`config.mk`:
```
export PLATFORM = sky130hd
export DESIGN_NAME = unitdata_pdu_fragmenter_top_flat
export DESIGN_NICKNAME = d
export VERILOG_FILES = /design/src/sv/updf_pkg.sv /design/src/sv/updf_if.sv /design/src/sv/unitdata_pdu_fragmenter_top.sv /design/src/flat_wrapper.sv
export SDC_FILE = /design/constraint.sdc
export NUM_CORES = 1
export LEC_CHECK = 0
export ABC_AREA = 0
export BUFFER_PORTS_ARGS = -buffer_cell sky130_fd_sc_hd__buf_2
export CORE_MARGIN = 2
export CORE_UTILIZATION = 30
export CTS_BUF_LIST = sky130_fd_sc_hd__clkbuf_16
export DETAILED_ROUTE_END_ITERATION = 12
export MAX_ROUTING_LAYER = met4
export PLACE_DENSITY = 0.47
export SLEW_MARGIN = 0
export SYNTH_ARGS = -nofsm -noshare
export SYNTH_HDL_FRONTEND = slang
export SYNTH_SLANG_ARGS = --single-unit
export TNS_END_PERCENT = 5
```
`constraint.sdc`:
```
create_clock -name i_clk -period 7.7 [get_ports i_clk]
set_input_delay 0.385 -clock i_clk [delete_from_list [all_inputs] [get_ports i_clk]]
set_output_delay 0.385 -clock i_clk [all_outputs]
set_load 0.01 [all_outputs]
```
`src/sv/updf_pkg.sv`:
```
// Package for the SN-UNITDATA fragmenter: types, constants and register codes.
`timescale 1ns / 1ps

package updf_pkg;

    // Sizes and fixed field widths
    localparam int NSAPI_COUNT   = 16;
    localparam int MAX_PDU_BYTES = 2048;
    localparam int NSAPI_W       = 4;
    localparam int LEN_W         = 11;
    localparam int NPDU_W        = 12;
    localparam int SEG_W         = 4;
    localparam int HDR_W         = 3;
    localparam int CFG_IDX_W     = 2;
    localparam int CFG_DATA_W    = 16;

    // Protocol constants
    localparam logic [LEN_W-1:0]  N201_FLOOR   = LEN_W'(140);
    localparam logic [LEN_W-1:0]  PDU_LEN_MAX  = LEN_W'(MAX_PDU_BYTES - 1);
    localparam logic [HDR_W-1:0]  HDR_LEN_FIRST = HDR_W'(4);
    localparam logic [HDR_W-1:0]  HDR_LEN_LATER = HDR_W'(3);
    localparam logic [SEG_W-1:0]  SEG_LAST     = SEG_W'(15);

    // Configuration register indexes
    localparam logic [CFG_IDX_W-1:0] REG_LLC_MAX_INFO_LEN  = CFG_IDX_W'(0);
    localparam logic [CFG_IDX_W-1:0] REG_ACTIVE_NSAPI_MASK = CFG_IDX_W'(1);

    // Result status codes
    localparam logic STATUS_OK       = 1'b0;
    localparam logic STATUS_INACTIVE = 1'b1;

    // Sequencer states
    typedef enum logic {
        ST_IDLE,
        ST_FRAG
    } t_state;

endpackage

```
`src/sv/updf_if.sv`:
```
// Channel interfaces: transmit request in, fragment descriptor out.
`timescale 1ns / 1ps

interface updf_req_if;
    import updf_pkg::*;
    logic               valid;
    logic               ready;
    logic [NSAPI_W-1:0] nsapi;
    logic [LEN_W-1:0]   pdu_length;

    modport source (output valid, output nsapi, output pdu_length, input ready);
    modport sink   (input valid, input nsapi, input pdu_length, output ready);
endinterface

interface updf_frag_if;
    import updf_pkg::*;
    logic              valid;
    logic              ready;
    logic              status;
    logic              first_flag;
    logic              more_flag;
    logic [SEG_W-1:0]  segment_number;
    logic [NPDU_W-1:0] npdu_number;
    logic [LEN_W-1:0]  payload_offset;
    logic [LEN_W-1:0]  payload_length;
    logic [HDR_W-1:0]  header_length;
    logic              last_result;

    modport source (output valid, output status, output first_flag, output more_flag,
                    output segment_number, output npdu_number, output payload_offset,
                    output payload_length, output header_length, output last_result,
                    input ready);
    modport sink   (input valid, input status, input first_flag, input more_flag,
                    input segment_number, input npdu_number, input payload_offset,
                    input payload_length, input header_length, input last_result,
                    output ready);
endinterface

```
`src/sv/unitdata_pdu_fragmenter_top.sv`:
```
// Top level of the SN-UNITDATA fragmenter: request capture, fragment sequencer, counters.
//
// Usage:
//   i_req  : transmit requests (nsapi, pdu_length), valid/ready handshake.
//   o_frag : fragment descriptors, one per SN-UNITDATA fragment, valid/ready.
//   i_cfg_* : register writes (0 = N201-U, 1 = active NSAPI mask), taken
//            whenever i_cfg_we is high; write only while the block is idle.
// A request is taken in the idle state only. One subtract-and-compare unit
// then cuts the N-PDU, producing one fragment per cycle into the output
// register while the receiver takes them. A taken request is first held in
// the working registers, then its first descriptor goes into the output
// register. A request of N fragments (1 to 16, an inactive NSAPI gives one
// error descriptor) is limited by the single fragment unit, stepped once per fragment.
// The next request may be taken while the last descriptor still waits.
// When the receiver stalls, the output register holds and the sequencer waits.
// Reset (synchronous, active low) sets N201-U to 500, clears the mask and all
// N-PDU counters, and empties the output register.
`timescale 1ns / 1ps

module unitdata_pdu_fragmenter_top
    import updf_pkg::*;
(
    input  logic                  i_clk,
    input  logic                  i_rst_n,
    input  logic                  i_cfg_we,
    input  logic [CFG_IDX_W-1:0]  i_cfg_index,
    input  logic [CFG_DATA_W-1:0] i_cfg_data,
    updf_req_if.sink              i_req,
    updf_frag_if.source           o_frag
);

    // Configuration and counters
    logic [LEN_W-1:0]       r_n201;
    logic [NSAPI_COUNT-1:0] r_mask;
    logic [NPDU_W-1:0]      r_npdu_cnt [NSAPI_COUNT];

    // Sequencer and working registers
    t_state             r_state, n_state;
    logic               r_err;
    logic [NSAPI_W-1:0] r_ns;
    logic [NPDU_W-1:0]  r_npdu;
    logic [LEN_W-1:0]   r_cap_first;
    logic [LEN_W-1:0]   r_rem;
    logic [LEN_W-1:0]   r_offset;
    logic [SEG_W-1:0]   r_idx;

    // Output register
    logic               r_out_valid;
    logic               r_status;
    logic               r_first;
    logic               r_more;
    logic [SEG_W-1:0]   r_seg;
    logic [NPDU_W-1:0]  r_out_npdu;
    logic [LEN_W-1:0]   r_out_off;
    logic [LEN_W-1:0]   r_out_len;
    logic [HDR_W-1:0]   r_hdr;
    logic               r_last;

    // Combinational control
    logic              req_take;
    logic              frag_load;
    logic              frag_done;
    logic              out_free;
    logic [LEN_W-1:0]  cap;
    logic [LEN_W-1:0]  take;
    logic [LEN_W-1:0]  rem_after;
    logic              more;
    logic [LEN_W-1:0]  n201_eff;
    logic [LEN_W-1:0]  len_sat;
    logic [NSAPI_COUNT-1:0] cfg_rising;

    assign out_free = !r_out_valid || o_frag.ready;

    // Request clamps
    assign n201_eff = (r_n201 < N201_FLOOR) ? N201_FLOOR : r_n201;
    assign len_sat  = (i_req.pdu_length > PDU_LEN_MAX) ? PDU_LEN_MAX : i_req.pdu_length;

    // Shared fragment unit: one compare and one subtract per fragment
    assign cap       = (r_idx == '0) ? r_cap_first : r_cap_first + LEN_W'(1);
    assign take      = (r_rem > cap) ? cap : r_rem;
    assign rem_after = r_rem - take;
    assign more      = (rem_after != '0) && (r_idx != SEG_LAST);

    // Next state
    always_comb begin
        n_state = r_state;
        case (r_state)
            ST_IDLE: begin
                if (i_req.valid) begin
                    n_state = ST_FRAG;
                end
            end
            ST_FRAG: begin
                if (out_free && (r_err || !more)) begin
                    n_state = ST_IDLE;
                end
            end
            default: n_state = ST_IDLE;
        endcase
    end

    // Sequencer outputs
    always_comb begin
        req_take  = 1'b0;
        frag_load = 1'b0;
        frag_done = 1'b0;
        case (r_state)
            ST_IDLE: begin
                req_take = i_req.valid;
            end
            ST_FRAG: begin
                frag_load = out_free;
                frag_done = out_free && !r_err && !more;
            end
            default: begin
                req_take = 1'b0;
            end
        endcase
    end

    assign i_req.ready = (r_state == ST_IDLE);
    assign cfg_rising  = i_cfg_data & ~r_mask;

    // State register and configuration
    always_ff @(posedge i_clk) begin
        if (!i_rst_n) begin
            r_state <= ST_IDLE;
            r_n201  <= LEN_W'(500);
            r_mask  <= '0;
        end else begin
            r_state <= n_state;
            if (i_cfg_we && i_cfg_index == REG_LLC_MAX_INFO_LEN) begin
                r_n201 <= i_cfg_data[LEN_W-1:0];
            end
            if (i_cfg_we && i_cfg_index == REG_ACTIVE_NSAPI_MASK) begin
                r_mask <= i_cfg_data[NSAPI_COUNT-1:0];
            end
        end
    end

    // N-PDU counters: cleared on activation, advanced once per N-PDU sent
    always_ff @(posedge i_clk) begin
        if (!i_rst_n) begin
            for (int i = 0; i < NSAPI_COUNT; i++) begin
                r_npdu_cnt[i] <= '0;
            end
        end else begin
            for (int i = 0; i < NSAPI_COUNT; i++) begin
                if (i_cfg_we && i_cfg_index == REG_ACTIVE_NSAPI_MASK && cfg_rising[i]) begin
                    r_npdu_cnt[i] <= '0;
                end else if (frag_done && r_ns == NSAPI_W'(i)) begin
                    r_npdu_cnt[i] <= r_npdu + NPDU_W'(1);
                end
            end
        end
    end

    // Working registers: loaded on request, stepped per fragment
    always_ff @(posedge i_clk) begin
        if (req_take) begin
            r_err       <= !r_mask[i_req.nsapi];
            r_ns        <= i_req.nsapi;
            r_npdu      <= r_npdu_cnt[i_req.nsapi];
            r_cap_first <= n201_eff - LEN_W'(4);
            r_rem       <= len_sat;
            r_offset    <= '0;
            r_idx       <= '0;
        end else if (frag_load) begin
            r_rem    <= rem_after;
            r_offset <= r_offset + take;
            r_idx    <= r_idx + SEG_W'(1);
        end
    end

    // Output register
    always_ff @(posedge i_clk) begin
        if (!i_rst_n) begin
            r_out_valid <= 1'b0;
        end else if (frag_load) begin
            r_out_valid <= 1'b1;
        end else if (o_frag.ready) begin
            r_out_valid <= 1'b0;
        end
    end

    always_ff @(posedge i_clk) begin
        if (frag_load) begin
            if (r_err) begin
                r_status   <= STATUS_INACTIVE;
                r_first    <= 1'b0;
                r_more     <= 1'b0;
                r_seg      <= '0;
                r_out_npdu <= '0;
                r_out_off  <= '0;
                r_out_len  <= '0;
                r_hdr      <= '0;
                r_last     <= 1'b1;
            end else begin
                r_status   <= STATUS_OK;
                r_first    <= (r_idx == '0);
                r_more     <= (rem_after != '0);
                r_seg      <= r_idx;
                r_out_npdu <= r_npdu;
                r_out_off  <= r_offset;
                r_out_len  <= take;
                r_hdr      <= (r_idx == '0) ? HDR_LEN_FIRST : HDR_LEN_LATER;
                r_last     <= !more;
            end
        end
    end

    assign o_frag.valid          = r_out_valid;
    assign o_frag.status         = r_status;
    assign o_frag.first_flag     = r_first;
    assign o_frag.more_flag      = r_more;
    assign o_frag.segment_number = r_seg;
    assign o_frag.npdu_number    = r_out_npdu;
    assign o_frag.payload_offset = r_out_off;
    assign o_frag.payload_length = r_out_len;
    assign o_frag.header_length  = r_hdr;
    assign o_frag.last_result    = r_last;

endmodule
```
`src/flat_wrapper.sv`:
```
// flat-port wrapper written by rule: the top's interface ports become plain ports
module unitdata_pdu_fragmenter_top_flat import updf_pkg::*;
  (i_clk, i_rst_n, i_cfg_we, i_cfg_index, i_cfg_data, i_req_valid, i_req_nsapi, i_req_pdu_length, i_req_ready, o_frag_valid, o_frag_status, o_frag_first_flag, o_frag_more_flag, o_frag_segment_number, o_frag_npdu_number, o_frag_payload_offset, o_frag_payload_length, o_frag_header_length, o_frag_last_result, o_frag_ready);
  updf_req_if i_req_i ();
  updf_frag_if o_frag_i ();
  input  logic i_clk;
  input  logic i_rst_n;
  input  logic i_cfg_we;
  input  logic [CFG_IDX_W-1:0] i_cfg_index;
  input  logic [CFG_DATA_W-1:0] i_cfg_data;
  input wire logic [$bits(i_req_i.valid)-1:0] i_req_valid;
  input wire logic [$bits(i_req_i.nsapi)-1:0] i_req_nsapi;
  input wire logic [$bits(i_req_i.pdu_length)-1:0] i_req_pdu_length;
  output wire logic [$bits(i_req_i.ready)-1:0] i_req_ready;
  output wire logic [$bits(o_frag_i.valid)-1:0] o_frag_valid;
  output wire logic [$bits(o_frag_i.status)-1:0] o_frag_status;
  output wire logic [$bits(o_frag_i.first_flag)-1:0] o_frag_first_flag;
  output wire logic [$bits(o_frag_i.more_flag)-1:0] o_frag_more_flag;
  output wire logic [$bits(o_frag_i.segment_number)-1:0] o_frag_segment_number;
  output wire logic [$bits(o_frag_i.npdu_number)-1:0] o_frag_npdu_number;
  output wire logic [$bits(o_frag_i.payload_offset)-1:0] o_frag_payload_offset;
  output wire logic [$bits(o_frag_i.payload_length)-1:0] o_frag_payload_length;
  output wire logic [$bits(o_frag_i.header_length)-1:0] o_frag_header_length;
  output wire logic [$bits(o_frag_i.last_result)-1:0] o_frag_last_result;
  input wire logic [$bits(o_frag_i.ready)-1:0] o_frag_ready;
  assign i_req_i.valid = i_req_valid;
  assign i_req_i.nsapi = i_req_nsapi;
  assign i_req_i.pdu_length = i_req_pdu_length;
  assign i_req_ready = i_req_i.ready;
  assign o_frag_valid = o_frag_i.valid;
  assign o_frag_status = o_frag_i.status;
  assign o_frag_first_flag = o_frag_i.first_flag;
  assign o_frag_more_flag = o_frag_i.more_flag;
  assign o_frag_segment_number = o_frag_i.segment_number;
  assign o_frag_npdu_number = o_frag_i.npdu_number;
  assign o_frag_payload_offset = o_frag_i.payload_offset;
  assign o_frag_payload_length = o_frag_i.payload_length;
  assign o_frag_header_length = o_frag_i.header_length;
  assign o_frag_last_result = o_frag_i.last_result;
  assign o_frag_i.ready = o_frag_ready;
  unitdata_pdu_fragmenter_top u_core (.i_clk(i_clk), .i_rst_n(i_rst_n), .i_cfg_we(i_cfg_we), .i_cfg_index(i_cfg_index), .i_cfg_data(i_cfg_data), .i_req(i_req_i), .o_frag(o_frag_i));
endmodule
```
==> results of run 1 <==
-- cell usage after synthesis (3+ instances only) --
cell type  number
xor2_1         21
o211ai_1        3
nand2b_1        6
nor4b_1         6
buf_1          24
inv_1          37
buf_2           4
o31a_1          3
buf_6          14
nor2b_1        30
nand4_1        10
nor2_1         52
and2_1          4
o21ai_0        24
nand3_1        36
nor3b_1         9
nor3_2          9
mux2i_1         9
o311ai_1       15
nand2_1       114
edfxtp_1      274
nor4_1         22
nand3b_1       17
a21oi_1        41
and3_1         10
clkbuf_1       44
mux4_2         65
a31oi_1         6
nor3_1        158
or3_1           6
xnor2_1        19
o31ai_1         3
dfxtp_1        44
a211oi_1        3
ha_1           36
or2_2           6
-- per-stage QoR --
| stage | power [mW] | cell area [um^2] |
|---|---|---|
| CTS | 5.19 | 17900 |
| floorplan | 3.10 | 15500 |
| detailed placement | 3.54 | 16900 |
| global route | 5.42 | 18000 |
| global placement | 3.53 | 16900 |
| finish | 5.15 | 18000 |
-- final timing paths --
check,startpoint,end,slack [ns],cells past startpoint
worst max-delay path,u_core.r_idx[0]$_SDFFE_PP0P_,u_core.r_npdu_cnt[5][9]$_SDFFCE_PN0P_,0.77,26
worst min-delay path,i_cfg_data[5],u_core.r_n201[5]$_SDFFE_PN1P_,0.07,3
worst max register to register,u_core.r_idx[0]$_SDFFE_PP0P_,u_core.r_npdu_cnt[5][9]$_SDFFCE_PN0P_,0.77,26
worst min register to register,u_core.r_n201[1]$_SDFFE_PN0P_,u_core.r_n201[1]$_SDFFE_PN0P_,0.45,2
-- layout by cell type (no fill, tap or decap), types with 10 or more instances in the layout --
cell type,Yosys,routed
edfxtp_1,274,274
nor3_1,158,158
nand2_1,114,114
buf_2,4,83
mux4_2,65,65
nor2_1,52,52
buf_4,2,48
inv_1,37,44
dfxtp_1,44,44
a21oi_1,41,41
nand3_1,36,36
ha_1,36,36
clkbuf_16,0,36
nor2b_1,30,30
o21ai_0,24,24
nor4_1,22,22
xor2_1,21,20
xnor2_1,19,19
nand3b_1,17,17
o311ai_2,0,16
and3_1,10,10
nand4_1,10,10
-- cell type report --
class	count	area [um^2]	area share
Multi-Input combinational cell	774	5950	0.331
Antenna cell	2	5.00	0.000279
Clock buffer	36	901	0.0502
Clock inverter	24	188	0.0105
Timing Repair Buffer	133	816	0.0454
Sequential cell	318	9110	0.507
Inverter	38	143	0.00794
Tap cell	680	851	0.0474
-- flip-flops by register name, indices dropped and copies added (netlist names), 12 cells and up --
signal,count
u_core.r_npdu_cnt,192
u_core.o_frag.npdu_number,12
u_core.r_mask,16
u_core.r_npdu,12
-- tightest hold or removal path: stages --
cell	delay, ns
buf_2	0.11
nand2_1	0.05
nand3_1	0.06
-- layer usage --
layer	vias to the layer above	GRT usage	wire, um
li1	4803	-	-
met1	5195	0.239	20700
met2	305	0.255	19800
met3	74	0.0349	2800
met4	0	0.0661	1470
met5	-	-	0
-- logic make-up (layout without fill, tap and decap cells) --
logic type,count (synthesis),in the layout,share of synthesized area
multiplexers,76,76,0.102
other,0,2,0
adder cells (fa/ha/maj),38,38,0.0316
flip-flops,318,318,0.588
buffers and inverters,126,231,0.0381
XOR/XNOR,41,41,0.0241
AND/OR/NAND/NOR,504,504,0.169
AO/OA/AOI/OAI,115,115,0.0474
-- power groups by stage --
stage / clock [mW] / sequential, mW / combinational, mW
6_report: 1.64 / 2.13 / 1.38
5_1_grt: 1.74 / 2.14 / 1.54
4_1_cts: 1.68 / 2.13 / 1.38
3_5_place_dp: 0 / 2.16 / 1.37
3_3_place_gp: 0 / 2.17 / 1.36
2_1_floorplan: 0 / 2.13 / 0.974
-- what timing repair did --
action	CTS	global route
setup endpoints to repair	0	216
hold buffers	0	0
hold endpoints to repair	0	0
buffers inserted	0	0
gates resized for setup	0	1
==> qor.yml, run 1 <==
detailed_routing:
  route.detailed.drc: 0
  drt-pass1-iter-count: 5
  viasPerCell: 5.18
  first_iter_violations: 781
  wl_um: 44700
  vias: 10377
  wire_per_inst_um: 22.3
  antenna_left: 0
yosys:
  yosysSeqAreaShare: 0.588
  syn_nets: 1294
  synth_ff_type: "edfxtp_1"
  synth-seq-cells: 318
  yosys_warnings: 0
  syn_avg_cell_area_um2: 12.7
  async_flop_share: 0
  yosysTopAreaCellShare: 0.531
  syn_inst: 1218
  syn-cell-area_um2: 15500
  synth_cell_type_count: 62
  synth_area_leaders: "edfxtp_1 (53%), mux4_2 (9.4%), dfxtp_1 (5.7%)"
  synth_edf_count: 274
  synth_area_leader_cell: "edfxtp_1"
finish:
  n_fill_cell: 5071
  drive_gt1_frac: 0.219
  nets: 1377
  fin_cells: 2005
  synthToLayoutAreaGrowth_pct: 15.9
  final_util: 0.351
timing:
  final.setup.tns_ns: 0
  fin_crit_sh: 0.900
  rsz0062_at_grt: "false"
  worstMarginPinSlew_ns: 1.15
  final_max_slew_viol_count: 0
  setup_violations: 0
  slew_headroom: 0.234
  finalCriticalPeriod_ns: 6.93
  fin_skew_ns: 0.0191
  hold_viol: 0
  whs_ns: 0.0749
  fin_ws_ns: 0.772
  max_freq_ghz: 0.144
grt:
  gr-total-overflow: 0
  grt_pass1_vias: 10303
  grt_pass1_wl_um: 67500
  grt_usage: 0.174
  grt_max_degree: 54
  antenna_found_initial: 2
clocking:
  cts.sinks: 318
  numCtsBuffers: 36
  clk_pin_slew_ns: 0.06
  cts_tree: "done"
  h-tree-depth: 2
  insertion_delay_ns: 0.57
  cts_buffer_depth: 3
  clockRootBuffer: "clkbuf_16"
floorplan:
  std_cell_rows: 83
  start_util: 0.303
  die_x_um: 231
  fp.dieH_um: 231
  coreArea_um2: 51200
  die-area_um2: 53500
  io_pins: 85
placement:
  gp_congestion: 0.811
  place_ws_ns: 0.651
  dp_cells: 1943
  hpwl_um: 31600
  port_buffers: 84
worst_hold_path:
  hp-class: "primary input to register"
critical_path:
  path_class: "register to register"
  critical-path-slowest-cell: "a2111oi_2"
  cp.arrival_ns: 7.18
  crit_required_ns: 7.95
  critPathCaptureType: "register"
  slowest_delay_ns: 0.51
  startpoint_type: "register"
  path_buf_inv: 7
  cp_max_fo: 35
  cpLargestDelayFamily: "compound AO/OA/AOI/OAI gates"
pwr:
  combPwrFrac: 0.269
  switching_share: 0.318
  p_switching_mw: 1.64
  p_seq_frac: 0.413
  ir_worst_vdd_mv: 0.154
  clock_power_share: 0.318
  power_density_nw_per_um2: 287
  p_leak_nw: 6.14
  internal_power_mw: 3.51
run_status:
  run_status: "finished clean"
run:
  drv_cap: 0
No activity file was read; power rests on OpenSTA's default activity.
==> run 2, diff against run 1 <==
- CELL_PAD_IN_SITES_DETAIL_PLACEMENT: default -> 2
- CELL_PAD_IN_SITES_GLOBAL_PLACEMENT: default -> 2
- PLACE_DENSITY: 0.47 -> 0.61
- TNS_END_PERCENT: 5 -> 100
==> run 2 against run 1 <==
  * Clock-buffer cell count up 2
  * Utilization increased by 0.068 points
  * Fmax fell by 2.5%
  * Combinational power up 4%
  * Clock skew grew 0.0044 ns
  * Clock power increased by 5%
  * Wire length rose by 11%
  * Final cell count unchanged
  * Setup slack worse by 0.18 ns
  * Sequential power barely moved
  * Hold slack worse by 0.0039 ns
  * Via count up 1.8%
==> qor.yml, run 2 (same netlist as run 1, synthesis figures left out) <==
finish:
  reg.largest.list: "u_core.r_npdu_cnt: 192 flops, u_core.r_mask: 16 flops"
  top_register: "u_core.r_npdu_cnt"
  nets: 1372  # -0.36%
  diodes: 0  # -2
  synthToLayoutAreaGrowth_pct: 16.1
  largest_reg_flops: 192  # unchanged
  layout_commonest_cell: "edfxtp_1"
  drive_gt1_frac: 0.220  # +0.000424
  most-common-layout-cells: "edfxtp_1 (274), nor3_1 (158), nand2_1 (114)"
  n_fill_cell: 5361  # +5.7%
pwr:
  p_seq_frac: 0.402  # -0.011
  internal_power_mw: 3.57  # +1.6%
  switching_share: 0.327  # +0.00954
  ir_worst_vdd_mv: 0.149  # -3.0%
  clock_power_share: 0.326  # +0.008
  p_leak_nw: 6.16  # +0.35%
  combPwrFrac: 0.272  # +0.003
  p_switching_mw: 1.74  # +6.2%
  power_density_nw_per_um2: 295  # +2.9%
  total_power_mw: 5.31  # +3.1%
timing:
  slew_headroom: 0.260  # +0.0253
  finalCriticalPeriod_ns: 7.11  # +0.178 ns
  whs_ns: 0.0710  # -0.00389 ns
  final.setup.tns_ns: 0  # unchanged
  setup_violations: 0  # unchanged
  fin_skew_ns: 0.0235  # +0.00444 ns
  fin_crit_sh: 0.923  # +0.0232
  final_max_slew_viol_count: 0  # unchanged
  hold_viol: 0  # unchanged
  worstMarginPinSlew_ns: 1.11  # -0.0355 ns
  max_freq_ghz: 0.141  # -2.5%
  rsz0062_at_grt: "false"
detailed_routing:
  antenna_left: 0  # unchanged
  route.detailed.drc: 0  # unchanged
  wire_per_inst_um: 24.8  # +11%
  viasPerCell: 5.27  # +1.8%
  wl_um: 49800  # +11%
  drt-pass1-iter-count: 4  # -1
  first_iter_violations: 680  # -13%
  vias: 10560  # +1.8%
placement:
  hpwl_um: 35000  # +11%
  gp_congestion: 0.817  # +0.73%
  port_buffers: 84  # unchanged
grt:
  gr-total-overflow: 0  # unchanged
  grt_pass1_vias: 11519  # +12%
  grt_max_degree: 69  # +28%
  grt_pass1_wl_um: 75600  # +12%
  antenna_found_initial: 0  # -2
  grt_usage: 0.195  # +0.0210
worst_hold_path:
  hp-class: "primary input to register"
floorplan:
  coreArea_um2: 51200  # unchanged
  die_x_um: 231  # unchanged
  die-area_um2: 53500  # unchanged
  io_pins: 85  # unchanged
  fp.dieH_um: 231  # unchanged
  std_cell_rows: 83  # unchanged
  start_util: 0.303  # unchanged
critical_path:
  crit_required_ns: 7.95  # about the same
  cp.arrival_ns: 7.35  # +0.17 ns
  startpoint_type: "register"
  path_class: "register to register"
  cp_max_fo: 68  # +94%
  critPathCaptureType: "register"
clocking:
  numCtsBuffers: 37  # +2.8%
  clockRootBuffer: "clkbuf_16"
  cts.sinks: 318  # unchanged
  cts_buffer_depth: 3  # unchanged
  cts_tree: "done"
  insertion_delay_ns: 0.57  # about the same
  clk_pin_slew_ns: 0.06  # about the same
  h-tree-depth: 2  # unchanged
  ctsHoldBuffers: 0  # unchanged
run:
  drv_cap: 0  # unchanged
run_status:
  run_status: "finished clean"
==> run 2: cell count changes in the layout (fill, tap and decap cells not counted), sizes merged <==
cell,before,now
buf,133,127
clkinv,10,16
clkbuf,36,38
diode,2,0
==> run 2: final cells by class <==
| cell class | count | area, um^2 | share of cell area |
|---|---|---|---|
| Sequential cell | 318 | 9110 | 0.506 |
| Multi-Input combinational cell | 774 | 5950 | 0.330 |
| Clock buffer | 38 | 951 | 0.0529 |
| Tap cell | 680 | 851 | 0.0473 |
| Timing Repair Buffer | 127 | 774 | 0.0430 |
| Clock inverter | 30 | 219 | 0.0122 |
| Inverter | 38 | 143 | 0.00793 |
==> run 2: worst paths after layout <==
kind	cells after the start	end	slack, ns	from
worst max register to register	25	u_core.r_npdu_cnt[2][4]$_SDFFCE_PN0P_	0.59	u_core.r_idx[0]$_SDFFE_PP0P_
worst max-delay path	25	u_core.r_npdu_cnt[2][4]$_SDFFCE_PN0P_	0.59	u_core.r_idx[0]$_SDFFE_PP0P_
worst min register to register	2	u_core.r_n201[0]$_SDFFE_PN0P_	0.46	u_core.r_n201[0]$_SDFFE_PN0P_
worst min-delay path	3	u_core.r_n201[6]$_SDFFE_PN1P_	0.07	i_cfg_data[6]
==> run 2: through the flow <==
step	instance area (um^2)	std cells	worst slack (ns)	util
floorplan	15500	1218	0.285	-
global placement	16800	1937	0.584	0.328
detailed placement	16800	1937	0.180	0.328
CTS	18000	2005	0.0735	0.351
global route	18000	2005	0.0273	0.351
finish	18000	2005	0.594	0.351
==> run 2: metal layers <==
metal / vias to the layer above / GRT usage / part of all wire
li1: 4801 / - / -
met1: 5465 / 0.254 / 0.46
met2: 213 / 0.312 / 0.47
met3: 81 / 0.0282 / 0.037
met4: 0 / 0.0700 / 0.033
met5: - / - / 0
==> run 2: repair_timing <==
action	CTS	global route
setup buffers	0	0
setup endpoints to repair	0	298
resized for setup	0	4
==> run 2: power by group through the flow <==
| stage | registers (mW) | clock network (mW) | logic [mW] |
|---|---|---|---|
| 5_1_grt | 2.15 | 1.83 | 1.62 |
| 6_report | 2.14 | 1.73 | 1.44 |
| 3_5_place_dp | 2.17 | 0 | 1.44 |
| 4_1_cts | 2.14 | 1.78 | 1.45 |
| 3_3_place_gp | 2.17 | 0 | 1.38 |
| 2_1_floorplan | 2.13 | 0 | 0.974 |
==> run 2: worst max-delay path, stage by stage, from the launching register on <==
cell       delay, ns
dfxtp_1         0.39
inv_1           0.08
ha_1            0.21
nor3b_2         0.15
buf_4           0.17
nor4b_1         0.47
nand3_1         0.15
xnor2_1         0.23
inv_1           0.07
ha_1            0.31
nand4_1         0.17
a211oi_1        0.31
a2111oi_2       0.13
a41oi_2         0.54
o21ai_0         0.30
ha_1            0.30
fa_1            0.40
nand2b_1        0.18
a21oi_1         0.28
o22ai_1         0.18
o21ai_0         0.23
xor2_1          0.41
a31oi_4         0.23
buf_12          0.25
o311ai_2        0.28
buf_4           0.28
==> run 3, diff against run 2 <==
- CTS_BUF_LIST: sky130_fd_sc_hd__clkbuf_16 -> default
==> run 3 against run 2 <==
  * Clock-buffer cell count is 11 higher
  * Flip-flop and latch count is the same
  * Highest routed layer unchanged
  * Setup slack improved by 0.0053 ns
  * Total power grew 0.84%
  * Sequential power about the same
==> qor.yml, run 3 (same netlist as run 1, synthesis figures left out) <==
placement:
  gp_congestion: 0.817  # unchanged
  port_buffers: 84  # unchanged
  place_area_um2: 16800  # unchanged
  hpwl_um: 35000  # unchanged
clocking:
  postCtsSetupBuffers: 0  # unchanged
  h-tree-depth: 2  # unchanged
  cts.sinks: 318  # unchanged
  insertion_delay_ns: 0.57  # about the same
  clk_pin_slew_ns: 0.06  # about the same
  cts_buffer_depth: 3  # unchanged
  numCtsBuffers: 37  # unchanged
  clockRootBuffer: "clkbuf_16"
  cts_tree: "done"
pwr:
  p_leak_nw: 6.14  # -0.26%
  ir_worst_vdd_mv: 0.149  # +0.25%
  power_density_nw_per_um2: 297  # +0.67%
detailed_routing:
  drt-pass1-iter-count: 4  # unchanged
  viasPerCell: 5.29  # +0.36%
  wl_um: 49900  # +0.24%
  route.detailed.drc: 0  # unchanged
  first_iter_violations: 739  # +8.7%
  vias: 10598  # +0.36%
  wire_per_inst_um: 24.9  # +0.24%
  antenna_left: 0  # unchanged
floorplan:
  die_x_um: 231  # unchanged
  fp.dieH_um: 231  # unchanged
  die-area_um2: 53500  # unchanged
  start_util: 0.303  # unchanged
  io_pins: 85  # unchanged
  coreArea_um2: 51200  # unchanged
  std_cell_rows: 83  # unchanged
finish:
  largest_reg_flops: 192  # unchanged
  layout_commonest_cell: "edfxtp_1"
  diodes: 0  # unchanged
  top_register: "u_core.r_npdu_cnt"
  regArea_um2: 9110  # unchanged
  reg.largest.list: "u_core.r_npdu_cnt: 192 flops, u_core.r_mask: 16 flops"
  drive_gt1_frac: 0.222  # +0.00226
  final_cell_area_um2: 18000  # +0.17%
  synthToLayoutAreaGrowth_pct: 16.3
  multiInputGateArea_um2: 5950  # unchanged
  most-common-layout-cells: "edfxtp_1 (274), nor3_1 (158), nand2_1 (114)"
  n_fill_cell: 5358  # -0.056%
  nets: 1372  # unchanged
  final_util: 0.352  # +0.000587
critical_path:
  crit_required_ns: 7.96  # about the same
  path_buf_inv: 5  # unchanged
  cpLargestDelayFamily: "compound AO/OA/AOI/OAI gates"
  cp_max_fo: 68  # unchanged
  cp.arrival_ns: 7.36  # about the same
  critical-path-slowest-cell: "a41oi_2"
  crit_top_cell: "ha_1"
  startpoint_type: "register"
  critPathCaptureType: "register"
  slowest_delay_ns: 0.54  # about the same
  path_class: "register to register"
grt:
  grt_usage: 0.196  # about the same
  grt_pass1_vias: 11525  # +0.052%
  grt_pass1_wl_um: 75600  # about the same
  antenna_found_initial: 0  # unchanged
  grt_max_degree: 69  # unchanged
  gr-total-overflow: 0  # unchanged
timing:
  hold_viol: 0  # unchanged
  rsz0062_at_grt: "false"
  fin_skew_ns: 0.0221  # -0.00140 ns
  final_max_slew_viol_count: 0  # unchanged
  setup_violations: 0  # unchanged
  worstMarginPinSlew_ns: 1.12  # +0.00974 ns
  finalCriticalPeriod_ns: 7.10  # -0.00530 ns
  fin_crit_sh: 0.922  # about the same
  max_freq_ghz: 0.141  # about the same
  slew_headroom: 0.253  # -0.00649
  final.setup.tns_ns: 0  # unchanged
worst_hold_path:
  hp-class: "primary input to register"
run_status:
  run_status: "finished clean"
run:
  drv_cap: 0  # unchanged
## run 3: through the flow
step / instances / hold slack, ns / total power, mW / worst slack, ns
3_5_place_dp: 1937 / 0.451 / 3.61 / 0.180
3_3_place_gp: 1937 / 0.449 / 3.54 / 0.584
4_1_cts: 2005 / 0.0508 / 5.41 / 0.0735
2_1_floorplan: 1218 / 0.432 / 3.10 / 0.285
5_1_grt: 2005 / 0.0915 / 5.64 / 0.0273
6_report: 2005 / 0.0735 / 5.36 / 0.599
## run 3: worst paths after layout
kind	from	to	slack, ns	depth (start not counted)
worst max-delay path	u_core.r_idx[0]$_SDFFE_PP0P_	u_core.r_npdu_cnt[9][8]$_SDFFCE_PN0P_	0.60	25
worst min-delay path	i_cfg_data[6]	u_core.r_n201[6]$_SDFFE_PN1P_	0.07	3
worst max register to register	u_core.r_idx[0]$_SDFFE_PP0P_	u_core.r_npdu_cnt[9][8]$_SDFFCE_PN0P_	0.60	25
worst min register to register	u_core.r_n201[0]$_SDFFE_PN0P_	u_core.r_n201[0]$_SDFFE_PN0P_	0.46	2
## run 3: where the power goes
group	switching, mW	total [mW]	internal, mW	leakage (nW)
Combinational	0.880	1.45	0.565	2.40
Sequential	0.102	2.14	2.03	3.15
Clock	0.760	1.77	1.01	0.593
## run 3: cell type report
type	count	area share
Clock inverter	19	0.00986
Sequential cell	318	0.505
Multi-Input combinational cell	774	0.330
Timing Repair Buffer	127	0.0430
Tap cell	680	0.0472
Inverter	38	0.00791
Clock buffer	49	0.0567
## run 3: worst reg2reg max path, delay by kind of cell (launching register included)
kind	cells	cell delay (ns)
flip-flops	1	0.39
XOR/XNOR	2	0.64
AND/OR/NAND/NOR	5	1.13
buffers and inverters	5	0.83
AO/OA/AOI/OAI	9	2.57
adder cells (fa/ha/maj)	4	1.23
## run 3: timing repair
item	in CTS	in global routing
endpoints found under the setup margin	0	298
hold buffers	0	0
gates resized for setup	0	4
## run 3: layer usage
metal,share of wire,vias to the layer above,global-route usage
li1,-,4805,-
met1,0.45,5501,0.254
met2,0.47,210,0.312
met3,0.038,82,0.0282
met4,0.033,0,0.0700
met5,0,-,-
